==> config.mk <==
export PLATFORM = sky130hd
export DESIGN_NAME = rau_ctrl
export DESIGN_NICKNAME = d
export VERILOG_FILES = /design/src/hdl/rau_pkg.sv /design/src/hdl/rau_ctrl.sv
export SDC_FILE = /design/constraint.sdc
export NUM_CORES = 1
export LEC_CHECK = 0
export ABC_CLOCK_PERIOD_IN_PS = 2600
export BUFFER_PORTS_ARGS = -buffer_cell sky130_fd_sc_hd__buf_4
export CAP_MARGIN = 20
export CORE_AREA = 5 5 42 44
export CTS_CLUSTER_SIZE = 24
export DETAILED_ROUTE_END_ITERATION = 12
export DIE_AREA = 0 0 47 49
export PLACE_DENSITY = 0.7
export SLEW_MARGIN = 20
export SYNTH_ARGS = -nofsm -noshare
export SYNTH_HDL_FRONTEND = slang
export SYNTH_SLANG_ARGS = --single-unit
==> constraint.sdc <==
create_clock -name clk -period 2.6 [get_ports clk]
set_clock_uncertainty 0.2 [all_clocks]
set_input_delay 0.26 -clock clk [delete_from_list [all_inputs] [get_ports clk]]
set_output_delay 0.26 -clock clk [all_outputs]
set_load 0.05 [all_outputs]
==> src/hdl/rau_pkg.sv <==
package rau_pkg;

	localparam int W  = 32;
	localparam int DW = 2 * W;
	localparam int KW = $clog2(DW) + 1;

	localparam logic [3:0] OP_NORM = 4'd0;
	localparam logic [3:0] OP_ADD  = 4'd1;
	localparam logic [3:0] OP_SUB  = 4'd2;
	localparam logic [3:0] OP_MUL  = 4'd3;
	localparam logic [3:0] OP_DIV  = 4'd4;
	localparam logic [3:0] OP_NEG  = 4'd5;
	localparam logic [3:0] OP_LT   = 4'd6;
	localparam logic [3:0] OP_EQ   = 4'd7;
	localparam logic [3:0] OP_GT   = 4'd8;
	localparam logic [3:0] OP_LE   = 4'd9;
	localparam logic [3:0] OP_GE   = 4'd10;
	localparam logic [3:0] OP_NE   = 4'd11;

	localparam logic [1:0] ST_OK      = 2'd0;
	localparam logic [1:0] ST_ZERODEN = 2'd1;
	localparam logic [1:0] ST_RANGE   = 2'd2;

	typedef enum logic [6:0] {
		S_IDLE = 7'b0000001,
		S_MUL  = 7'b0000010,
		S_ADD  = 7'b0000100,
		S_CHK  = 7'b0001000,
		S_GCD  = 7'b0010000,
		S_DIV  = 7'b0100000,
		S_FIN  = 7'b1000000
	} state_t;

	typedef struct packed {
		logic start;
		logic mul;
		logic add;
		logic gcd_init;
		logic gcd_step;
		logic div_init;
		logic div_step;
		logic load_out;
	} cmd_t;

	typedef struct packed {
		logic early;
		logic gcd_done;
		logic div_done;
	} stat_t;

endpackage

==> src/hdl/rau_ctrl.sv <==
module rau_ctrl (
	input  logic           clk,
	input  logic           arst_n,
	input  logic           in_valid,
	output logic           in_stall,
	output logic           out_valid,
	input  logic           out_stall,
	input  rau_pkg::stat_t stat,
	output rau_pkg::cmd_t  cmd
);

	rau_pkg::state_t state_q, state_d;
	logic out_valid_q;
	logic can_load;

	assign in_stall  = (state_q != rau_pkg::S_IDLE);
	assign out_valid = out_valid_q;
	assign can_load  = !out_valid_q || !out_stall;

	always_comb begin
		state_d = state_q;
		cmd     = '0;
		unique case (state_q)
			rau_pkg::S_IDLE: begin
				if (in_valid) begin
					cmd.start = 1'b1;
					state_d   = rau_pkg::S_MUL;
				end
			end
			rau_pkg::S_MUL: begin
				cmd.mul = 1'b1;
				state_d = rau_pkg::S_ADD;
			end
			rau_pkg::S_ADD: begin
				cmd.add = 1'b1;
				state_d = rau_pkg::S_CHK;
			end
			rau_pkg::S_CHK: begin
				if (stat.early) begin
					state_d = rau_pkg::S_FIN;
				end else begin
					cmd.gcd_init = 1'b1;
					state_d      = rau_pkg::S_GCD;
				end
			end
			rau_pkg::S_GCD: begin
				if (stat.gcd_done) begin
					cmd.div_init = 1'b1;
					state_d      = rau_pkg::S_DIV;
				end else begin
					cmd.gcd_step = 1'b1;
				end
			end
			rau_pkg::S_DIV: begin
				if (stat.div_done) begin
					state_d = rau_pkg::S_FIN;
				end else begin
					cmd.div_step = 1'b1;
				end
			end
			rau_pkg::S_FIN: begin
				if (can_load) begin
					cmd.load_out = 1'b1;
					state_d      = rau_pkg::S_IDLE;
				end
			end
			default: state_d = rau_pkg::S_IDLE;
		endcase
	end

	always_ff @(posedge clk or negedge arst_n) begin
		if (!arst_n) begin
			state_q     <= rau_pkg::S_IDLE;
			out_valid_q <= 1'b0;
		end else begin
			state_q <= state_d;
			if (cmd.load_out) begin
				out_valid_q <= 1'b1;
			end else if (!out_stall) begin
				out_valid_q <= 1'b0;
			end
		end
	end

endmodule

* After elaboration in Yosys (flattened, before gate mapping) *
Index checks and enable logic that the tools add are counted.

storage, ports and cells
  output and inout bits = 10
  input port bits = 7
  word-level logic and storage cells = 40
  flip-flop bits (word level) = 8

cells by class
  muxes and demuxes = 21
  equality and inequality tests = 13
  reduce and logical (&&, ||, !) cells = 4

operators with widths
  cell                                                   count
  one-hot mux 7 bit (7 select lines)                     1
  2-to-1 mux 7 bit                                       5
  2-to-1 mux 1 bit                                       14
  inequality test 2 bit, second input constant           4
  == test 7 x 1 -> 1 bit, second input constant          1
  == test 7 x 2 -> 1 bit, second input constant          1
  == test 7 x 3 -> 1 bit, second input constant          1
  == test 7 x 4 -> 1 bit, second input constant          1
  == test 7 x 5 -> 1 bit, second input constant          1
  == test 7 x 6 -> 1 bit, second input constant          1
  == test 7 bit, second input constant                   1
  inequality test 7 x 1 -> 1 bit, second input constant  1
  AND reduction 4 bit                                    1
  zero test 1 bit                                        2
  2-to-1 mux 2 bit                                       1
  inequality test 2 x 1 -> 1 bit, second input constant  1
  logical OR 1 bit                                       1

* Logic depth before layout (Yosys ltp) *
Gate-level depths: netlist (run 1).

  depth after elaboration = 5
  depth in mapped cells = 4
  mapped depth without buffers = 4

* Worst setup path before layout (run 1) *
No wires, ideal clock.

  path type = register to output
  start = reg state_q[1]
  end = out cmd[5] (netlist bit)
  required time = 2.140 ns
  arrival time = 2.576 ns
  stages on the path, launching flop included = 3
  buffers on the path = 0
  setup slack = -0.436 ns
  cells stage by stage = dfrtp_1 -> or4_4 -> nor4b_1

RTL lines
  element                   RTL line        source
  start: declaration        rau_ctrl.sv:12  rau_pkg::state_t state_q, state_d;
  start signal: assignment  rau_ctrl.sv:73  state_q <= rau_pkg::S_IDLE;
  start signal: assignment  rau_ctrl.sv:76  state_q <= state_d;
  end: declaration          rau_ctrl.sv:9   output rau_pkg::cmd_t cmd

==> metrics.txt, run 1 <==
status=complete, no violations; top post-synthesis cells by area=dfrtp_1 37%, nor2_1 8.7%, dfstp_2 5.5%; Die W=47 um; Iter 0 DRT Violations=13; root buf cell=clkbuf_4; die boundary height=49 um; Hold WC Path Type=in2reg; Net Sw Frac=45.9%; clk_lat worst skew=around 0.26 ns; CP top delay family=simple AND/OR/NAND/NOR gates; cells along the critical path=or4_4, or4b_4, nor2_2, buf_6; largest fanout on the critical path=6; fin nets=85; PD cells=928 nW/um^2; crit end category=output port; Syn Area/Cell=about 9.1 um^2; switching pwr=about 300 uW; Tightest Pin Transition=0.334 ns; antenna violations before repair=0; CP arrival=about 2.1 ns; largest net degree at the start of global routing=9; final wirelength=1280 um; RSZ-0062 raised after global routing=no; Main synth FF type=dfrtp_1; post-synth net total=59; Slew Viols, Final=0; Post-Syn Area=475 um^2; CTS Buffer Depth=2; vias in the first global route=464; area share of the largest cell type after synthesis=36.8%; die area=2300 um^2; # clock sinks=8; top-count cell post-synth=nor2_1; Initial DRT Pass Iterations=4; Vias/cell=5.42; Overall Global Routing Usage=12.3%; Worst Hold Launch=stat[2]; initial core utilization=between 30% and 40%; IO Count=17; kind of critical path=reg2out; Netlist cell types=24; cell taking the most area after synthesis=dfrtp_1; Max Freq=around 400 MHz; Clk pin slew, worst setup/hold paths=0.06 ns; layout cell share with drive strength beyond 1=between 30% and 40%; Gate power share=53.7%; Diodes inserted=0; Num CTS Buffers=3; register bit total from synthesis=8; CP startpoint=state_q[1]; Max-slew headroom=77.4%; total negative setup slack=0 ns; gpl congestion=around 0.75; number of max-cap violations=0; Peak VDD IR=between 500 and 600 uV; port bufs=16; sequential share of power=around 29%; TritonCTS clock tree=yes; DPL Wire Length=929 um; synth cell count leaders=11 x nor2_1, 7 x dfrtp_1, 4 x inv_1, 3 x nand2_1, 3 x nor4b_1; power share of the clock group=17.1%; setup violators final=0; Yosys warnings=0; Final Cycle Share=between 90% and 100%; site row count=14; ys async rst share=100%; Final ANT Viol Nets=0; DR WL/cell=roughly 14 um; post-synthesis sequential area ratio=a little over two fifths; final hold vios=0; H-tree depth=1; Residual DRC=0; Max stage delay on crit path=0.57 ns; CP max-delay cell=or4_4; Via Count=504; first-pass GRT wire length=2030 um; Power, Total=between 600 and 700 uW; core area=1400 um^2; EDFF count, synth=0; worst endpoint required time=2.14 ns; CP startpoint kind=register; worst path bufs/invs=1; internal power=approximately 350 uW; Area Growth Syn to Fin=47.6%; GR Overflow Total=0; Leakage=0.343 nW; worst r2r src=state_q[1]; Mapped Cells=52; minimum clock period=2.51 ns
cell type report:
cell class | instances | area, um^2
inverters | 4 | 15.0
clock buffers | 4 | 26.3
flip-flops and latches | 8 | 201
multi-input cells | 40 | 270
fillers | 140 | 699
repair buffers | 21 | 169
well taps | 16 | 20.0
routing by layer:
metal	global-route usage (%)	wire, um
met1	14.9	541
met2	18.3	630
met3	2.95	75
met4	8.29	29
met5	0	0
cell families (layout without fill, tap and decap cells):
group           after synthesis  count (layout)  share of synthesized area (%)
buf+inv                       4              29                           3.16
flops                         8               8                           42.4
compound gates               10              10                           15.3
simple gates                 29              29                           37.4
xor+xnor                      1               1                           1.84
flip-flops by register name, summed over array words and instances, names as in the netlist:
register	cells
out_valid	1
state_q	7
metrics by stage:
step	setup slack [ns]	util, %	hold WS (ns)	cell area [um^2]	instances
finish	0.0908	50.1	0.0148	702	93
global route	0.0267	50.1	0.0171	702	93
CTS	0.0181	49.1	0.00689	688	92
detailed placement	0.322	45.1	-0.113	632	85
global placement	0.335	45.1	-0.115	632	85
floorplan	0.00181	-	-0.236	484	52
timing repair:
item                                    4_1_cts  5_1_grt
endpoints found under the setup margin        0        1
setup buffers                                 0        1
hold buffers                                  3        0
hold endpoints to repair                     10        0
gates resized for setup                       0        2
power by group through the flow:
stage / sequential (mW) / combinational (mW) / clock [mW]
finish: 0.190 / 0.350 / 0.111
global route: 0.197 / 0.371 / 0.120
CTS: 0.191 / 0.343 / 0.113
detailed placement: 0.193 / 0.338 / 0
global placement: 0.189 / 0.334 / 0
floorplan: 0.184 / 0.247 / 0
worst reg2reg max path, delay by kind of cell (launching register included):
family          cells  cell delay [ns]
simple gates        2             1.09
compound gates      2             0.28
flops               1             0.42
worst paths after layout:
| check | to | slack, ns | cells past startpoint |
|---|---|---|---|
| setup / recovery | cmd[4] | 0.09 | 4 |
| hold / removal | state_q[4] | 0.01 | 2 |
| setup reg to reg | state_q[6] | 0.54 | 4 |
| hold reg to reg | state_q[3] | 0.37 | 1 |
| max in group asynchronous | state_q[0] | 1.84 | 2 |
| min in group asynchronous | state_q[1] | 0.14 | 2 |
placed cells by master (no fill, tap or decap), types with 2 or more instances in the layout:
master / synthesis / layout
nand2_1: 3 / 3
nor4b_1: 3 / 2
clkbuf_4: 0 / 3
a21oi_1: 2 / 2
nand4b_1: 2 / 2
inv_1: 4 / 4
nand4_1: 2 / 2
nor2_2: 0 / 2
and4b_1: 2 / 2
dlygate4sd3_1: 0 / 3
o22ai_1: 2 / 2
buf_4: 0 / 17
dfrtp_1: 7 / 7
nor2_1: 11 / 9
Note: power is estimated with default switching activity, not from simulation.
==> inputs of run 2 (changes only) <==
ABC_AREA = 1   (was not set)
PLACE_DENSITY = 0.75   (was 0.7)
==> metrics.txt, run 2 <==
status=complete, no violations (unchanged); DR WL/cell=9.88 um (was 13.7 um); Layout Cells excl Fill=114 (was 93); Clk pin slew, worst setup/hold paths=0.06 ns (about the same); Initial DRT Pass Iterations=4 (unchanged); largest fanout on the critical path=3 (was 6); worst path bufs/invs=3 (was 1); gpl congestion=0.743 (was 0.754); Tightest Pin Transition=0.293 ns (was 0.334 ns); Final Cycle Share=74.4% (was 96.5%); sequential share of power=28.2% (was 29.2%); Residual DRC=0 (unchanged); Top reg by flops=state_q (unchanged); PostCTS Resize Cnt=0 (unchanged); Num CTS Buffers=3 (unchanged); DPL Wire Length=971 um (was 929 um); initial core utilization=39.1% (was 33.9%); PD cells=916 nW/um^2 (was 928 nW/um^2); vias in the first global route=440 (was 464); Net Sw Frac=50.4% (was 45.9%); CP top delay family=flip-flops (was simple AND/OR/NAND/NOR gates); port bufs=16 (unchanged); Hold Worst Slack=0.0265 ns (was 0.0148 ns); layout cell share with drive strength beyond 1=38.8% (was 36.4%); Gate power share=55.9% (was 53.7%); CP startpoint kind=register (unchanged); kind of critical path=reg2out (unchanged); commonest non-fill, non-tap cell in the layout=inv_1 (was buf_4); combinational family with the most area after synthesis=simple AND/OR/NAND/NOR gates (unchanged); RSZ-0062 raised after global routing=no (unchanged); site row count=14 (unchanged); Via Count=502 (was 504); IO Count=17 (unchanged); CP startpoint=state_q[0] (was state_q[1]); Iter 0 DRT Violations=2 (was 13); Die W=47 um (unchanged); synth cell count leaders=20 x inv_1, 12 x nand2_1, 11 x nor2_1, 7 x dfrtp_1 (was 11 x nor2_1, 7 x dfrtp_1, 4 x inv_1, 3 x nand2_1, 3 x nor4b_1); area share of the largest cell type after synthesis=32.0% (was 36.8%); crit end category=output port (unchanged); Max-slew headroom=80.3% (was 77.4%); largest net degree at the start of global routing=9 (unchanged); clk_lat worst skew=0.26 ns (about the same); Mapped Cells=77 (was 52); power share of the clock group=15.9% (was 17.1%); switching pwr=334 uW (was 299 uW); core area=1400 um^2 (unchanged); GR Overflow Total=0 (unchanged); XOR/XNOR Fraction of Synth Area=0% (was 1.84%); Synth Area in Compound Gates=2.74% (was 15.3%); post-synth net total=84 (was 59); Final ANT Viol Nets=0 (unchanged); first-pass GRT wire length=1840 um (was 2030 um); Post-Syn Area=548 um^2 (was 475 um^2); Netlist cell types=14 (was 24); Worst Hold Launch=out_stall (was stat[2]); DP Area=688 um^2 (was 632 um^2); final wirelength=1130 um (was 1280 um); final instance area=724 um^2 (was 702 um^2); Inst Count DP=109 (was 85); top-count cell post-synth=inv_1 (was nor2_1); CP max-delay cell=dfstp_2 (was or4_4); Vias/cell=4.40 (was 5.42); Overall Global Routing Usage=11.5% (was 12.3%); Power, Total=664 uW (was 652 uW); ys async rst share=100% (unchanged); worst r2r src=state_q[0] (was state_q[1]); adder-cell share of the synthesized area=0% (unchanged); Diodes inserted=0 (unchanged); simple logic cell fraction of the synthesized area=45.4% (was 37.4%); max reg flops=7 (unchanged); multiplexer area fraction after synthesis=0% (unchanged); number of max-cap violations=0 (unchanged); fin nets=106 (was 85); most frequent cells in the layout=20 x inv_1, 16 x buf_4, 12 x nand2_1 (was 17 x buf_4, 9 x nor2_1, 7 x dfrtp_1); Hold WC Path Type=in2reg (unchanged); register bit total from synthesis=8 (unchanged); Leakage=0.450 nW (was 0.343 nW); root buf cell=clkbuf_4 (unchanged); worst endpoint required time=2.14 ns (about the same); cell taking the most area after synthesis=dfrtp_1 (unchanged); die area=2300 um^2 (unchanged); CTS Buffer Depth=2 (unchanged); FILL cells=154 (was 140); # clock sinks=8 (unchanged); Main synth FF type=dfrtp_1 (unchanged); Syn Area/Cell=7.12 um^2 (was 9.14 um^2); Area Growth Syn to Fin=32.2% (was 47.6%); post-synthesis sequential area ratio=36.8% (was 42.4%); EDFF count, synth=0 (unchanged); final hold vios=0 (unchanged); Max stage delay on crit path=0.58 ns (was 0.57 ns); top post-synthesis cells by area=dfrtp_1 32%, inv_1 14%, nor2_4 10% (was dfrtp_1 37%, nor2_1 8.7%, dfstp_2 5.5%); H-tree depth=1 (unchanged); CP arrival=1.47 ns (was 2.05 ns); Peak VDD IR=602 uV (was 521 uV); Post-CTS Setup Bufs=0 (unchanged); cells along the critical path=inv_2, nor2_2, nand2_2, nor2_4, inv_1, nor2_1, buf_4 (was or4_4, or4b_4, nor2_2, buf_6); Slew Viols, Final=0 (unchanged); total negative setup slack=0 ns (unchanged); minimum clock period=1.93 ns (was 2.51 ns); internal power=329 uW (was 353 uW); TritonCTS clock tree=yes (unchanged); Max Freq=517 MHz (was 399 MHz); Yosys warnings=0 (unchanged); Post-CTS Hold Buffers=1 (was 3); antenna violations before repair=0 (unchanged); die boundary height=49 um (unchanged); setup violators final=0 (unchanged)
-- run 2: cell types whose count changed in the layout (fill, tap and decap cells not counted), moves of 3 or more --
cell,before,now
nor2_4,0,5
nand3_1,1,4
o21ai_0,0,3
nand2_2,0,5
inv_1,4,20
nand2_1,3,12
-- run 2: metal layers --
metal / part of all wire [%] / wire, um / GRT usage, % / up-vias
met3: 7.2 / 81 / 3.69 / 4
met2: 51 / 573 / 17.0 / 16
met4: 1.7 / 19 / 8.29 / 0
met1: 40 / 451 / 13.3 / 218
li1: - / - / - / 264
met5: 0 / 0 / 0 / -
-- run 2: layout make-up --
cell class                      instances  area (um^2)  area share (%)
Clock buffer                            4         26.3            3.63
Inverter                               22         82.6            11.4
Timing Repair Buffer                   17          130            18.0
Multi-Input combinational cell         47          264            36.4
Sequential cell                         8          201            27.8
Tap cell                               16         20.0            2.76
-- run 2: per-stage QoR --
step	utilization [%]	setup WS, ns
global route	51.7	0.539
finish	51.7	0.666
floorplan	-	0.364
detailed placement	49.1	0.920
global placement	49.1	0.964
CTS	51.7	0.639
-- run 2: path summary, 6_finish.rpt --
path	to	slack, ns	cells past startpoint
worst max-delay path	cmd[7]	0.67	7
worst min-delay path	out_valid	0.03	3
worst max register to register	state_q[6]	1.18	9
worst min register to register	out_valid	0.31	2
max in group asynchronous	state_q[0]	1.82	2
min in group asynchronous	state_q[3]	0.15	2
-- run 2: tightest hold or removal path, stage by stage --
cell and delay, ns:
buf_4 0.07, nand2_1 0.06, nand2_1 0.06
-- run 2: power groups by stage --
stage / combinational [mW] / clock [mW] / sequential, mW
final: 0.371 / 0.106 / 0.187
after global routing: 0.410 / 0.117 / 0.189
after CTS: 0.378 / 0.112 / 0.188
after detailed placement: 0.376 / 0 / 0.190
after global placement: 0.366 / 0 / 0.185
after floorplan: 0.291 / 0 / 0.185
-- run 2: kinds of logic (layout without fill, tap and decap cells) --
kind of cell / after synthesis / in the layout
AO/OA/AOI/OAI: 3 / 3
buffers and inverters: 22 / 43
flip-flops: 8 / 8
AND/OR/NAND/NOR: 44 / 44
==> inputs of run 3 (changes only) <==
ABC_AREA = 0   (was 1)
ABC_CLOCK_PERIOD_IN_PS = 1800   (was 2600)
PLACE_DENSITY = 0.7   (was 0.75)
clock period = 1.8 ns   (was 2.6 ns; I/O delays follow)
==> metrics.txt, run 3 (synthesis results as in run 1) <==
status=finished, violations left (was complete, no violations); violated checks=setup timing; commonest non-fill, non-tap cell in the layout=buf_4 (was inv_1); DR WL/cell=16.6 um (was 9.88 um); cells along the critical path=or4_4, or4b_4, nor2_4, buf_6 (was inv_2, nor2_2, nand2_2, nor2_4, inv_1, nor2_1, buf_4); root buf cell=clkbuf_4 (unchanged); Die W=47 um (unchanged); internal power=823 uW (was 329 uW); largest fanout on the critical path=2 (was 3); worst path bufs/invs=1 (was 3); fin nets=115 (was 106); final worst slack=-0.558 ns (was 0.666 ns); PD cells=1280 nW/um^2 (was 916 nW/um^2); RSZ-0062 raised after global routing=yes (was no); antenna violations before repair=0 (unchanged); clk_lat worst skew=0.26 ns (about the same); # clock sinks=8 (unchanged); Residual DRC=0 (unchanged); die boundary height=49 um (unchanged); CP max-delay cell=or4b_4 (was dfstp_2); H-tree depth=1 (unchanged); Max-slew headroom=81.1% (was 80.3%); site row count=14 (unchanged); met3 global-route usage=5.17% (was 3.69%); number of max-cap violations=0 (unchanged); Leakage=0.516 nW (was 0.450 nW); IO Count=17 (unchanged); Vias/cell=5.50 (was 4.40); Max stage delay on crit path=0.53 ns (was 0.58 ns); CTS Buffer Depth=2 (unchanged); final hold vios=0 (unchanged); TritonCTS clock tree=yes (unchanged); most frequent cells in the layout=32 x buf_4, 12 x buf_6, 6 x nor2_4 (was 20 x inv_1, 16 x buf_4, 12 x nand2_1); GR peak layer=met2 (unchanged); Num CTS Buffers=3 (unchanged); Peak VDD IR=683 uV (was 602 uV); Gate power share=70.0% (was 55.9%); Hold WC Path Type=in2reg (unchanged); DPL Wire Length=1030 um (was 971 um); Initial DRT Pass Iterations=5 (was 4); Power, Total=1.41 mW (was 664 uW); sequential share of power=18.8% (was 28.2%); Diodes inserted=0 (unchanged); Final Cycle Share=131%; power share of the clock group=11.2% (was 15.9%); Net Sw Frac=41.6% (was 50.4%); DP Area=793 um^2 (was 688 um^2); GR Overflow Total=0 (unchanged); Clk pin slew, worst setup/hold paths=0.06 ns (about the same); minimum clock period=2.36 ns; Final ANT Viol Nets=0 (unchanged); largest net degree at the start of global routing=9 (unchanged); Max Freq=around 420 MHz; Slew Viols, Final=0 (unchanged); final instance area=1100 um^2 (was 724 um^2); setup violators final=12 (was 0); met1 usage=22.3% (was 13.3%); CP top delay family=simple AND/OR/NAND/NOR gates (was flip-flops); CP startpoint kind=register (unchanged); crit end category=output port (unchanged); Via Count=676 (was 502); FILL cells=83 (was 154); met2 GRT Util=29.9% (was 17.0%); gpl congestion=0.786 (was 0.743); die area=2300 um^2 (unchanged); switching pwr=585 uW (was 334 uW); final wirelength=2050 um (was 1130 um); first-pass GRT wire length=3090 um (was 1840 um); worst endpoint required time=1.42 ns (was 2.14 ns); CP arrival=1.98 ns (was 1.47 ns); kind of critical path=reg2out (unchanged); max reg flops=7 (unchanged); Tightest Pin Transition=0.279 ns (was 0.293 ns); initial core utilization=33.9% (was 39.1%); port bufs=16 (unchanged); Iter 0 DRT Violations=21 (was 2); Area Growth Syn to Fin=131% (was 32.2%); layout cell share with drive strength beyond 1=65.4% (was 38.8%); Overall Global Routing Usage=18.7% (was 11.5%); vias in the first global route=651 (was 440); Top reg by flops=state_q (unchanged); core area=1400 um^2 (unchanged)
## run 3: cell count changes in the layout (fill, tap and decap cells not counted), moves of 3 or more
cell / change
buf_4: +16
buf_6: +12
buf_8: +3
dfrtp_1: -3
dfrtp_2: +3
dlygate4sd3_1: +3
inv_1: -16
nand2_1: -9
nand2_2: -5
nand3_1: -4
nor2_1: -7
o21ai_0: -3
## run 3: power groups by stage
| stage | sequential, mW | clock, mW | combinational, mW |
|---|---|---|---|
| 5_1_grt | 0.270 | 0.173 | 1.03 |
| 6_report | 0.265 | 0.158 | 0.985 |
| 2_1_floorplan | 0.274 | 0 | 0.416 |
| 3_5_place_dp | 0.266 | 0 | 0.644 |
| 4_1_cts | 0.262 | 0.159 | 0.822 |
| 3_3_place_gp | 0.265 | 0 | 0.638 |
## run 3: final timing paths
path / startpoint / to / slack (ns) / depth (start not counted)
max in group asynchronous: arst_n / state_q[0] / 1.12 / 2
worst min register to register: out_valid / out_valid / 0.44 / 2
worst max register to register: state_q[1] / state_q[6] / -0.47 / 6
worst min-delay path: out_stall / out_valid / 0.02 / 3
min in group asynchronous: arst_n / state_q[2] / 0.07 / 2
worst max-delay path: state_q[1] / cmd[4] / -0.56 / 4
## run 3: repair_timing
item | 4_1_cts | 5_1_grt
hold buffers | 4 | 0
buffers inserted | 12 | 9
endpoints found under the setup margin | 11 | 12
resized for setup | 22 | 7
hold endpoints to repair | 10 | 0
pin swaps | 8 | 8
## run 3: worst min-delay path, stage by stage
cell,delay [ns]
buf_4,0.10
nand2_1,0.09
nand2_1,0.08
## run 3: cell type report
type	instances	area (um^2)	share of cell area [%]
timing repair buffer	51	460	42.0
multi-input combinational	40	370	33.8
sequential	8	205	18.7
clock buffer	4	26.3	2.39
tap	16	20.0	1.82
inverter	4	15.0	1.37
## run 3: through the flow
stage          worst slack [ns]  setup TNS [ns]  util (%)  instances  hold WS, ns
6_report                 -0.558           -3.10      78.3        123       0.0224
4_1_cts                  -0.538           -2.18      73.0        116       0.0159
5_1_grt                  -0.604           -3.79      78.3        123       0.0367
2_1_floorplan            -0.338          -0.800         -         52       -0.316
3_3_place_gp             -0.281          -0.526      56.6         96       -0.192
3_5_place_dp             -0.291          -0.596      56.6         96       -0.191
## run 3: layer usage
| layer | part of all wire (%) | wire [um] |
|---|---|---|
| met5 | 0 | 0 |
| met4 | 2.3 | 47 |
| met3 | 4.7 | 97 |
| met2 | 55 | 1130 |
| met1 | 38 | 772 |
